## config.mk

```make
export PLATFORM = sky130hd
export DESIGN_NAME = utf8_to_utf16_transcoder
export DESIGN_NICKNAME = d
export VERILOG_FILES = /design/src/hw/rtl/u8u16_pkg.sv /design/src/hw/rtl/u8u16_front.sv /design/src/hw/rtl/u8u16_fifo.sv /design/src/hw/rtl/u8u16_back.sv /design/src/hw/rtl/utf8_to_utf16_transcoder.sv
export SDC_FILE = /design/constraint.sdc
export NUM_CORES = 1
export LEC_CHECK = 0
export ABC_AREA = 1
export BUFFER_PORTS_ARGS = -buffer_cell sky130_fd_sc_hd__buf_4
export CORE_ASPECT_RATIO = 0.9
export CORE_MARGIN = 2
export CORE_UTILIZATION = 45
export CTS_BUF_LIST = sky130_fd_sc_hd__clkbuf_8
export DETAILED_ROUTE_END_ITERATION = 7
export GPL_ROUTABILITY_DRIVEN = 0
export PLACE_DENSITY = 0.65
export SYNTH_ARGS = -nofsm -noshare
export SYNTH_HDL_FRONTEND = slang
export SYNTH_SLANG_ARGS = --single-unit
```

## constraint.sdc

```tcl
create_clock -name clk -period 4.53 [get_ports clk]
set_input_delay 0.2265 -clock clk [delete_from_list [all_inputs] [get_ports clk]]
set_output_delay 0.2265 -clock clk [all_outputs]
set_load 0.02 [all_outputs]
```

## src/hw/rtl/u8u16_pkg.sv

```systemverilog
// Shared types and decode helpers for the UTF-8 to UTF-16 transcoder.
`timescale 1ns / 1ps
package u8u16_pkg;

	localparam int CP_W = 21;

	// One decoded byte's worth of work for the back end.
	typedef struct packed {
		logic [1:0]      npts;  // code points carried: 0, 1 or 2
		logic [CP_W-1:0] cp0;   // first code point, may need a surrogate pair
		logic [6:0]      cp1;   // second code point, always ASCII
		logic            fin;   // byte closed the string
	} job_t;

	localparam logic [15:0] HI_SURR = 16'hD800;
	localparam logic [15:0] LO_SURR = 16'hDC00;
	localparam logic [CP_W-1:0] SUPP_BASE = 21'h10000;

	// Sequence length announced by a lead byte; zero for a byte that cannot lead.
	function automatic logic [2:0] lead_len(input logic [7:0] c);
		logic [2:0] n;
		if (c[7] == 1'b0) n = 3'd1;
		else if ((c & 8'hE0) == 8'hC0) n = 3'd2;
		else if ((c & 8'hF0) == 8'hE0) n = 3'd3;
		else if ((c & 8'hF8) == 8'hF0) n = 3'd4;
		else n = 3'd0;
		return n;
	endfunction

	function automatic logic [CP_W-1:0] assemble(input logic [7:0] b0, input logic [7:0] b1,
		input logic [7:0] b2, input logic [7:0] b3, input logic [2:0] n);
		logic [CP_W-1:0] c;
		case (n)
			3'd2: c = {10'd0, b0[4:0], b1[5:0]};
			3'd3: c = {5'd0, b0[3:0], b1[5:0], b2[5:0]};
			3'd4: c = {b0[2:0], b1[5:0], b2[5:0], b3[5:0]};
			default: c = {14'd0, b0[6:0]};
		endcase
		return c;
	endfunction

endpackage

```

## src/hw/rtl/u8u16_front.sv

```systemverilog
// Front end: holds the pending UTF-8 sequence and turns each byte into a job.
`timescale 1ns / 1ps
module u8u16_front (
	input  logic              clk,
	input  logic              arst_n,
	input  logic              accept,
	input  logic [7:0]        in_byte,
	input  logic              is_final,
	output logic              job_push,
	output u8u16_pkg::job_t   job
);

	logic [7:0] held_q [0:2];
	logic [1:0] hc_q;
	logic [2:0] sl_q;

	logic       idle;
	logic       complete;
	logic [2:0] n_in;
	logic [2:0] n_h1;
	logic [7:0] buf1, buf2;
	logic       hold_lead;
	logic       store_cont;

	assign n_in = u8u16_pkg::lead_len(in_byte);
	assign n_h1 = u8u16_pkg::lead_len(held_q[1]);
	assign idle = (sl_q == 3'd0) || (hc_q == 2'd0);
	assign complete = ({1'b0, hc_q} + 3'd1) >= sl_q;
	assign buf1 = (hc_q == 2'd1) ? in_byte : held_q[1];
	assign buf2 = (hc_q == 2'd2) ? in_byte : held_q[2];

	always_comb begin
		job.npts = 2'd0;
		job.cp0 = '0;
		job.cp1 = '0;
		job.fin = is_final;
		hold_lead = 1'b0;
		store_cont = 1'b0;
		if (idle) begin
			if (n_in == 3'd1) begin
				job.npts = 2'd1;
				job.cp0 = {13'd0, in_byte};
			end else if (n_in >= 3'd2 && !is_final) begin
				hold_lead = 1'b1;
			end
		end else if (complete) begin
			job.npts = 2'd1;
			job.cp0 = u8u16_pkg::assemble(held_q[0], buf1, buf2, in_byte, sl_q);
		end else if (!is_final) begin
			store_cont = 1'b1;
		end else if (hc_q == 2'd1) begin
			// The string ended after a lone lead: only the final byte is decoded again.
			if (n_in == 3'd1) begin
				job.npts = 2'd1;
				job.cp0 = {14'd0, in_byte[6:0]};
			end
		end else begin
			// The lead is dropped; the held continuation and the final byte restart.
			if (n_h1 == 3'd1) begin
				job.cp0 = {14'd0, held_q[1][6:0]};
				if (n_in == 3'd1) begin
					job.npts = 2'd2;
					job.cp1 = in_byte[6:0];
				end else begin
					job.npts = 2'd1;
				end
			end else if (n_h1 == 3'd2) begin
				job.npts = 2'd1;
				job.cp0 = u8u16_pkg::assemble(held_q[1], in_byte, 8'd0, 8'd0, 3'd2);
			end else if (n_in == 3'd1) begin
				job.npts = 2'd1;
				job.cp0 = {14'd0, in_byte[6:0]};
			end
		end
	end

	assign job_push = accept && ((job.npts != 2'd0) || is_final);

	always_ff @(posedge clk or negedge arst_n) begin
		if (!arst_n) begin
			hc_q <= 2'd0;
			sl_q <= 3'd0;
		end else if (accept) begin
			if (hold_lead) begin
				hc_q <= 2'd1;
				sl_q <= n_in;
			end else if (store_cont) begin
				hc_q <= hc_q + 2'd1;
			end else begin
				hc_q <= 2'd0;
				sl_q <= 3'd0;
			end
		end
	end

	always_ff @(posedge clk) begin
		if (accept && hold_lead) begin
			held_q[0] <= in_byte;
		end
		if (accept && store_cont && hc_q == 2'd1) begin
			held_q[1] <= in_byte;
		end
		if (accept && store_cont && hc_q == 2'd2) begin
			held_q[2] <= in_byte;
		end
	end

endmodule

```

## src/hw/rtl/u8u16_fifo.sv

```systemverilog
// Short job queue between the front and back ends.
`timescale 1ns / 1ps
module u8u16_fifo #(
	parameter int DEPTH = 2
) (
	input  logic            clk,
	input  logic            arst_n,
	input  logic            wr_en,
	input  u8u16_pkg::job_t wr_data,
	input  logic            rd_en,
	output u8u16_pkg::job_t rd_data,
	output logic            full,
	output logic            empty
);

	localparam int PW = (DEPTH > 1) ? $clog2(DEPTH) : 1;
	localparam int CW = $clog2(DEPTH + 1);

	u8u16_pkg::job_t mem_q [0:DEPTH-1];
	logic [PW-1:0] wr_ptr_q, rd_ptr_q;
	logic [CW-1:0] count_q;
	logic          do_wr, do_rd;

	assign full = (count_q == CW'(DEPTH));
	assign empty = (count_q == '0);
	assign do_wr = wr_en && !full;
	assign do_rd = rd_en && !empty;
	assign rd_data = mem_q[rd_ptr_q];

	always_ff @(posedge clk or negedge arst_n) begin
		if (!arst_n) begin
			wr_ptr_q <= '0;
			rd_ptr_q <= '0;
			count_q <= '0;
		end else begin
			if (do_wr) begin
				wr_ptr_q <= (wr_ptr_q == PW'(DEPTH - 1)) ? '0 : wr_ptr_q + PW'(1);
			end
			if (do_rd) begin
				rd_ptr_q <= (rd_ptr_q == PW'(DEPTH - 1)) ? '0 : rd_ptr_q + PW'(1);
			end
			if (do_wr && !do_rd) begin
				count_q <= count_q + CW'(1);
			end else if (do_rd && !do_wr) begin
				count_q <= count_q - CW'(1);
			end
		end
	end

	always_ff @(posedge clk) begin
		if (do_wr) begin
			mem_q[wr_ptr_q] <= wr_data;
		end
	end

endmodule

```

## src/hw/rtl/u8u16_back.sv

```systemverilog
// Back end: expands each job into UTF-16 results held in the output register.
`timescale 1ns / 1ps
module u8u16_back (
	input  logic            clk,
	input  logic            arst_n,
	input  u8u16_pkg::job_t job,
	input  logic            job_empty,
	output logic            job_pop,
	input  logic            pop,
	output logic            empty,
	output logic [15:0]     code_unit,
	output logic            unit_valid,
	output logic            string_end,
	output logic            run_last
);

	logic        out_valid_q;
	logic        phase_q;
	logic [15:0] code_unit_q;
	logic        unit_valid_q, string_end_q, run_last_q;

	logic                          load;
	logic                          big;
	logic [u8u16_pkg::CP_W-1:0]    v;
	logic [1:0]                    total;
	logic                          last;
	logic [15:0]                   unit;
	logic                          uvalid;

	assign load = !job_empty && (!out_valid_q || pop);
	assign big = (job.cp0[20:16] != 5'd0);
	assign v = job.cp0 - u8u16_pkg::SUPP_BASE;
	assign total = (job.npts == 2'd0) ? 2'd1 : job.npts + {1'b0, big};
	assign last = ({1'b0, phase_q} == (total - 2'd1));

	always_comb begin
		uvalid = 1'b1;
		if (!phase_q) begin
			if (job.npts == 2'd0) begin
				unit = 16'd0;
				uvalid = 1'b0;
			end else if (big) begin
				unit = u8u16_pkg::HI_SURR | {5'd0, v[20:10]};
			end else begin
				unit = job.cp0[15:0];
			end
		end else if (big) begin
			unit = u8u16_pkg::LO_SURR | {6'd0, v[9:0]};
		end else begin
			unit = {9'd0, job.cp1};
		end
	end

	assign job_pop = load && last;

	always_ff @(posedge clk or negedge arst_n) begin
		if (!arst_n) begin
			out_valid_q <= 1'b0;
			phase_q <= 1'b0;
		end else begin
			if (load) begin
				out_valid_q <= 1'b1;
				phase_q <= !last;
			end else if (pop) begin
				out_valid_q <= 1'b0;
			end
		end
	end

	always_ff @(posedge clk) begin
		if (load) begin
			code_unit_q <= unit;
			unit_valid_q <= uvalid;
			string_end_q <= job.fin && last;
			run_last_q <= last;
		end
	end

	assign empty = !out_valid_q;
	assign code_unit = code_unit_q;
	assign unit_valid = unit_valid_q;
	assign string_end = string_end_q;
	assign run_last = run_last_q;

endmodule

```

## src/hw/rtl/utf8_to_utf16_transcoder.sv

```systemverilog
// Top level of the UTF-8 to UTF-16 transcoder.
//
//   Channel   Handshake       Beat contents
//   input     push / full     in_byte, is_final
//   result    pop / empty     code_unit, unit_valid, string_end, run_last
//
// One byte is accepted per cycle while the job queue has room.
// Each byte yields zero, one or two results; the back end delivers one result
// per cycle while results are popped, so a surrogate pair leaves the output register as two results.
// Results are registered: a queued job reaches the result side through the output register.
// Reset clears the pending sequence, the queue and the output register.
// A stalled result side fills the queue, after which full holds off new bytes.
`timescale 1ns / 1ps
module utf8_to_utf16_transcoder #(
	parameter int JOB_DEPTH = 2
) (
	input  logic        clk,
	input  logic        arst_n,
	input  logic        push,
	output logic        full,
	input  logic [7:0]  in_byte,
	input  logic        is_final,
	output logic        empty,
	input  logic        pop,
	output logic [15:0] code_unit,
	output logic        unit_valid,
	output logic        string_end,
	output logic        run_last
);

	logic            accept;
	logic            job_push;
	logic            job_pop;
	logic            job_empty;
	u8u16_pkg::job_t new_job;
	u8u16_pkg::job_t head_job;

	assign accept = push && !full;

	u8u16_front u_front (
		.clk      (clk),
		.arst_n   (arst_n),
		.accept   (accept),
		.in_byte  (in_byte),
		.is_final (is_final),
		.job_push (job_push),
		.job      (new_job)
	);

	u8u16_fifo #(
		.DEPTH (JOB_DEPTH)
	) u_fifo (
		.clk     (clk),
		.arst_n  (arst_n),
		.wr_en   (job_push),
		.wr_data (new_job),
		.rd_en   (job_pop),
		.rd_data (head_job),
		.full    (full),
		.empty   (job_empty)
	);

	u8u16_back u_back (
		.clk        (clk),
		.arst_n     (arst_n),
		.job        (head_job),
		.job_empty  (job_empty),
		.job_pop    (job_pop),
		.pop        (pop),
		.empty      (empty),
		.code_unit  (code_unit),
		.unit_valid (unit_valid),
		.string_end (string_end),
		.run_last   (run_last)
	);

endmodule

```

# Yosys cells after proc, flatten, opt, wreduce, memory -nomap -nowiden
# Memories as Yosys holds them, arrays and structs flattened.
# Cells that the tools add are included.
[word_totals]
reg_bits = 30
ram_bits = 86
input_bits = 13
output_inout_bits = 21
word_cells = 137
mem_count = 2
[memory_table]
columns = ["name", "depth", "word_bits", "rd", "rd_clocked_by_memory_dff", "wr", "line", "text"]
rows = [
  ["u_fifo.mem_q", 2, 31, 1, 0, 1, "u8u16_fifo.sv:19", "u8u16_pkg::job_t mem_q [0:DEPTH-1];"],
  ["u_front.held_q", 3, 8, 3, 0, 1, "u8u16_front.sv:13", "logic [7:0] held_q [0:2];"],
]
[op_classes]
n_addsub = 9
order_cmp = 2
n_eq_ne = 17
muxes = 61
n_reduce_logical = 35
[op_table]
columns = ["cell", "n"]
rows = [
  ["two-way mux 23 bit", 4],
  ["two-way mux 22 bit", 3],
  ["two-way mux 16 bit", 4],
  ["case mux 21 bit (3 select lines)", 1],
  ["two-way mux 7 bit", 5],
  ["two-way mux 3 bit", 10],
  ["two-way mux 30 bit", 1],
  ["two-way mux 1 bit", 21],
  ["subtractor 21 x 17 -> 21 bit, second input constant", 1],
  ["two-way mux 2 bit", 8],
  ["two-way mux 8 bit", 2],
  ["OR reduction 8 bit", 2],
  ["logical AND 1 bit", 14],
  ["two-way mux 6 bit", 2],
  ["== test 5 bit, second input constant", 2],
  ["== test 3 x 2 -> 1 bit, second input constant", 3],
  ["== test 3 bit, second input constant", 3],
  ["== test 4 bit, second input constant", 2],
  ["zero test 1 bit", 7],
  ["== test 3 x 1 -> 1 bit, second input constant", 2],
  ["zero test 2 bit", 3],
  ["nonzero test 2 bit", 3],
  ["nonzero test 5 bit", 1],
  ["adder 2 x 1 -> 2 bit, second input constant", 2],
  ["13 further kinds", 18],
]

# Depth between registers and ports, before layout
[logic_depth]
ltp_word = 21
ltp_mapped = 18
mapped_depth_nobuf = 16

# Hierarchy
# From an unflattened synthesis, not the netlist that was laid out.
[unflattened]
hier_cells = 715
hier_area_um2 = 6088.3
[modules_own_cells]
columns = ["module", "n_inst", "cells_per_inst", "area_each_um2", "seq_area_each_um2"]
rows = [
  ["u8u16_fifo", 1, 194, 2492.4, 1961.9],
  ["u8u16_front", 1, 354, 2307.2, 755.7],
  ["u8u16_back", 1, 165, 1278.7, 620.6],
  ["utf8_to_utf16_transcoder", 1, 2, 10.0, 0.0],
]

# Least setup slack after synthesis
# OpenSTA, ideal clock, no wires.
[synth_timing]
path_kind = "register to register"
from = "register u_front.hc_q[0]"
to = "memory u_fifo.mem_q[1][0] in the netlist's numbering, enable pin"
setup_ns = 0.419
arrival_time_ns = 2.861
t_required_ns = 4.111
setup_slack_ns = 1.250
path_stages_with_launch = 12
path_buffers = 0
synth_period_minus_slack_ns = 3.280
path_cell_list = "dfrtp_1 inv_1 ha_1 ha_1 nand3_1 nand3_1 nor2_1 nand2_1 nand2_1 nand2_1 nand2_1 nor2_1"
[synth_via]
elab_chain_len = 11
elab_cells_between_ends = 15
cone_classes = "add/sub (1); order compare (1); eq/ne (1); mux (6); reduce/logical (6)"
[synth_rtl]
columns = ["item", "line", "text"]
rows = [
  ["start: declaration", "u8u16_front.sv:14", "logic [1:0] hc_q;"],
  ["start signal: assignment", "u8u16_front.sv:88", "hc_q <= hc_q + 2'd1;"],
  ["branches (longest 4 deep; another with adder 2 x 1 -> 3 bit)", "-", ""],
  ["two-way mux 23 bit *", "u8u16_front.sv:39", "if (idle) begin"],
  ["nonzero test 2 bit *", "u8u16_front.sv:77", "assign job_push = accept && ((job.npts != 2'd0) || is_final);"],
  ["logical OR 1 bit *", "u8u16_front.sv:77", ""],
  ["logical AND 1 bit *", "u8u16_front.sv:77", ""],
  ["logical AND 1 bit *", "u8u16_fifo.sv:26", "assign do_wr = wr_en && !full;"],
  ["two-way mux 1 bit *", "u8u16_fifo.sv:51", "if (do_wr) begin"],
  ["two-way mux 1 bit (not written as such) *", "u8u16_fifo.sv:52", "mem_q[wr_ptr_q] <= wr_data;"],
  ["end: declaration", "u8u16_fifo.sv:19", ""],
]
# Mark *: on every way between the ends.

# Worst setup path in the final report
[layout_timing]
from = "register u_fifo.rd_ptr_q"
to = "register u_fifo.count_q[1]"
[layout_via]
elab_chain_len = 11
elab_cells_between_ends = 14
cone_classes = "add/sub (2); eq/ne (1); mux (2); reduce/logical (8); memory (1)"
[layout_rtl]
columns = ["item", "line", "text"]
rows = [
  ["start: declaration", "u8u16_fifo.sv:20", "logic [PW-1:0] wr_ptr_q, rd_ptr_q;"],
  ["start signal: assignment", "u8u16_fifo.sv:40", "rd_ptr_q <= (rd_ptr_q == PW'(DEPTH - 1)) ? '0 : rd_ptr_q + PW'(1);"],
  ["memory read (2 x 31 bit) *", "-", ""],
  ["nonzero test 5 bit", "u8u16_back.sv:31", "assign big = (job.cp0[20:16] != 5'd0);"],
  ["adder 2 x 1 -> 2 bit", "u8u16_back.sv:33", "assign total = (job.npts == 2'd0) ? 2'd1 : job.npts + {1'b0, big};"],
  ["two-way mux 2 bit *", "u8u16_back.sv:33", ""],
  ["subtractor 2 x 1 -> 2 bit *", "u8u16_back.sv:34", "assign last = ({1'b0, phase_q} == (total - 2'd1));"],
  ["== test 1 x 2 -> 1 bit *", "u8u16_back.sv:34", ""],
  ["logical AND 1 bit *", "u8u16_back.sv:54", "assign job_pop = load && last;"],
  ["logical AND 1 bit *", "u8u16_fifo.sv:27", "assign do_rd = rd_en && !empty;"],
  ["zero test 1 bit", "u8u16_fifo.sv:42", "if (do_wr && !do_rd) begin"],
  ["logical AND 1 bit", "u8u16_fifo.sv:42", ""],
  ["two-way mux 2 bit or nonzero test 2 bit (tied branches)", "-", ""],
  ["end signal: assignment", "u8u16_fifo.sv:43", "count_q <= count_q + CW'(1);"],
  ["end signal: assignment", "u8u16_fifo.sv:45", "count_q <= count_q - CW'(1);"],
  ["end: declaration", "u8u16_fifo.sv:21", "logic [CW-1:0] count_q;"],
]
# Mark *: on every way between the ends. The rest lies on a longest branch, timed or not.
# A chain may end at the register's enable or synchronous reset.

==> run summary <==
post-synth top area cell -> edfxtp_1
critical path depth in cells -> 14
average cell area after synthesis -> 9.25 um2
worst setup path class -> reg -> reg
Critical Path AT -> 3800 ps
hpwl dp -> 9110 um
IO Port Bufs -> 33
top cells by area, synth -> edfxtp_1, nand2_1, dfrtp_1, nor2_1, nand3_1
initial antenna violation count -> 0
Post-CTS Resized -> 0
peak supply drop -> 0.326 mV
Layout Utilization -> 53.6%
RSZ-0062 raised after global routing -> no
ratio of cells with drive above 1 in the final layout -> 12.7%
Setup Skew -> 17.1 ps
TritonCTS Buffers -> 17
# Post-CTS Setup Buffers -> 0
sequence of cells on the critical path -> buf_4 > mux2i_1 > ha_1 > nand3_4 > ha_1 > inv_1 > nand2_1 > nand2_1 > nand2_1 > nand3_1 > ha_1 > a21oi_1 > o21ai_0 > xor2_1
flops & latches, synth -> 113
first-pass GRT wire length -> 20400 um
min-delay worst type -> in -> reg
drt wl/cell -> 15.6 um
Ys Warns -> 0
post-synthesis cell type count -> 35
die width -> 122 um
Achievable Freq -> 0.287 GHz
Worst Hold Endpoint -> u_front.held_q[0][12]
hold buffers post-CTS -> 3
Slew Viols, Final -> 0
pre-CTS setup slack -> 1060 ps
Crit path max-delay family -> adder cells
H-Tree Depth -> 4
Starting Density -> 46.5%
critical path peak fanout -> 23
Fin. Hold Viols -> 0
1st-iter DRT viols -> 417
P per Cell Area -> 573 mW/mm2
r2r endpoint -> u_fifo.count_q[1]
dominant synthesized flop cell -> edfxtp_1
row cnt -> 38
Placed Area -> 0.00601 mm2
TritonRoute pass-1 iters -> 5
CP Buf/Inv Count -> 2
CTS tree -> done
reg2reg path depth -> 14
CP Launch Type -> flop
Post-synth EDFFs -> 102
syn_nets -> 633
Area Overhead vs Synth -> 15.1%
Total Wirelength -> 12800 um
fin crit share -> 77.0%
status -> completed
worst-margin pin slew -> 810 ps
All-Layer GR Usage -> 20.5%
nature of the critical path endpoint -> flop
core area -> 0.0121 mm2
Final Power -> 3.72 mW
Yosys top cell area share -> 54.3%
mapped cell area -> 0.00564 mm2
die area -> 0.0135 mm2
post-route cell area -> 0.00649 mm2
ys async rst share -> 9.73%
min-delay src -> in_byte[4]
clock slew at reported path FFs -> 70 ps
Mapped Cells -> 610
fin worst setup slack -> 1040 ps
pin count of the biggest net entering global routing -> 32
WHS Path Cells -> 1
Antenna Cells -> 0
max cap viols -> 0
Final min period -> 3490 ps
nets -> 672
via count -> 4302
R2R Setup Slk -> 1040 ps
CP max stage delay -> 590 ps
grt ovf -> 0
Boundary Pins -> 34
FF-to-FF Start -> u_fifo.rd_ptr_q
die height -> 110 um
Slew headroom -> 45.7%
routed vias/inst -> 5.23
antenna viol nets, final -> 0
vias in the first global route -> 4067
sequential share of the synthesized area -> 59.2%
setup TNS after final layout -> 0 ps
leakage dissipation -> 2.80 nW
Worst Path Required -> 4840 ps
Worst-Skew Late Latency -> 440 ps
# setup viols final -> 0
# clock sinks -> 113
Remaining DRCs -> 0
clock buffer depth -> 2
CTS Root Cell -> clkbuf_8
Max stage delay cell, worst path -> dfrtp_1
## cell type report
type | count | area [um2]
Fill cell | 1089 | 5630
Sequential cell | 113 | 3340
Multi-Input combinational cell | 421 | 1990
Timing Repair Buffer | 40 | 308
Clock buffer | 17 | 234
Clock inverter | 15 | 215
Inverter | 56 | 210
Tap cell | 160 | 200
## worst register-to-register path, cell delays in order (launching register included)
cell and delay (ps):
dfrtp_1 590, buf_4 330, mux2i_1 330, ha_1 300, nand3_4 270, ha_1 380
inv_1 40, nand2_1 80, nand2_1 60, nand2_1 100, nand3_1 130, ha_1 360
a21oi_1 140, o21ai_0 130, xor2_1 150
## flip-flops by register name, indices dropped and copies added (netlist names)
name	cells
u_front.sl_q	3
u_front.hc_q	2
u_back.code_unit	16
u_back.run_last	1
u_back.phase_q	1
u_back.out_valid_q	1
u_front.held_q	21
u_back.string_end	1
u_fifo.count_q	2
u_fifo.rd_ptr_q	1
u_fifo.mem_q	62
u_back.unit_valid	1
u_fifo.wr_ptr_q	1
## worst max-delay path by stage
stage                     slack [ps]            endpoint            start
after global routing             760   u_fifo.count_q[1]  u_fifo.rd_ptr_q
after detailed placement        1060   u_fifo.count_q[1]  u_fifo.rd_ptr_q
after floorplan                 1250  u_fifo.mem_q[1][0]  u_front.hc_q[0]
after CTS                       1040   u_fifo.count_q[1]  u_fifo.rd_ptr_q
after global placement          1260   u_fifo.count_q[1]  u_fifo.rd_ptr_q
final                           1040   u_fifo.count_q[1]  u_fifo.rd_ptr_q
## power breakdown
group / internal [mW] / leakage (nW) / total (mW) / switching (mW)
clock: 0.650 / 0.218 / 1.07 / 0.424
sequential: 1.42 / 1.10 / 1.51 / 0.0892
combinational: 0.369 / 1.47 / 1.14 / 0.766
total: 2.44 / 2.80 / 3.72 / 1.28
## stage by stage
| step | cells | hold slack, ps |
|---|---|---|
| after detailed placement | 787 | 75.1 |
| final | 822 | 40.0 |
| after CTS | 822 | 6.81 |
| after global routing | 822 | 25.2 |
| after global placement | 787 | 71.6 |
| after floorplan | 610 | -69.1 |
## layout by cell type (no fill, tap or decap), types with 5 or more instances in the layout
| master | instances |
|---|---|
| nor2_1 | 57 |
| inv_1 | 52 |
| dfrtp_1 | 11 |
| nand2_1 | 204 |
| a21oi_1 | 25 |
| o21ai_0 | 33 |
| nand4_1 | 6 |
| o211ai_1 | 6 |
| bufinv_16 | 5 |
| edfxtp_1 | 102 |
| clkbuf_8 | 17 |
| nand3_1 | 39 |
| ha_1 | 10 |
| buf_4 | 37 |
## cell usage after synthesis (all sizes together) (6+ instances only)
cell type	count
a21oi	26
buf	13
clkbuf	7
dfrtp	11
edfxtp	102
ha	10
inv	54
nand2	206
nand3	40
nand4	6
nor2	62
nor3	8
o211ai	6
o21ai	37
## layer usage
metal | vias to the layer above | share of wire, % | GRT usage, %
met2 | 185 | 45 | 31.4
li1 | 2123 | - | -
met3 | 34 | 6.9 | 4.84
met1 | 1960 | 45 | 27.4
met4 | 0 | 3.1 | 10.5
met5 | - | 0 | 0
## cells by family (layout without fill, tap and decap cells)
logic type               count (synthesis)  count (layout)  share of synthesized area, %
adder cells (fa/ha/maj)                 10              10                          2.22
flip-flops                             113             113                          59.2
XOR/XNOR                                 4               4                         0.621
multiplexers                             1               1                         0.177
buffers and inverters                   76             128                          5.72
AO/OA/AOI/OAI                           81              81                          8.09
AND/OR/NAND/NOR                        325             325                          24.0
Power figures use the tool's default switching activity.
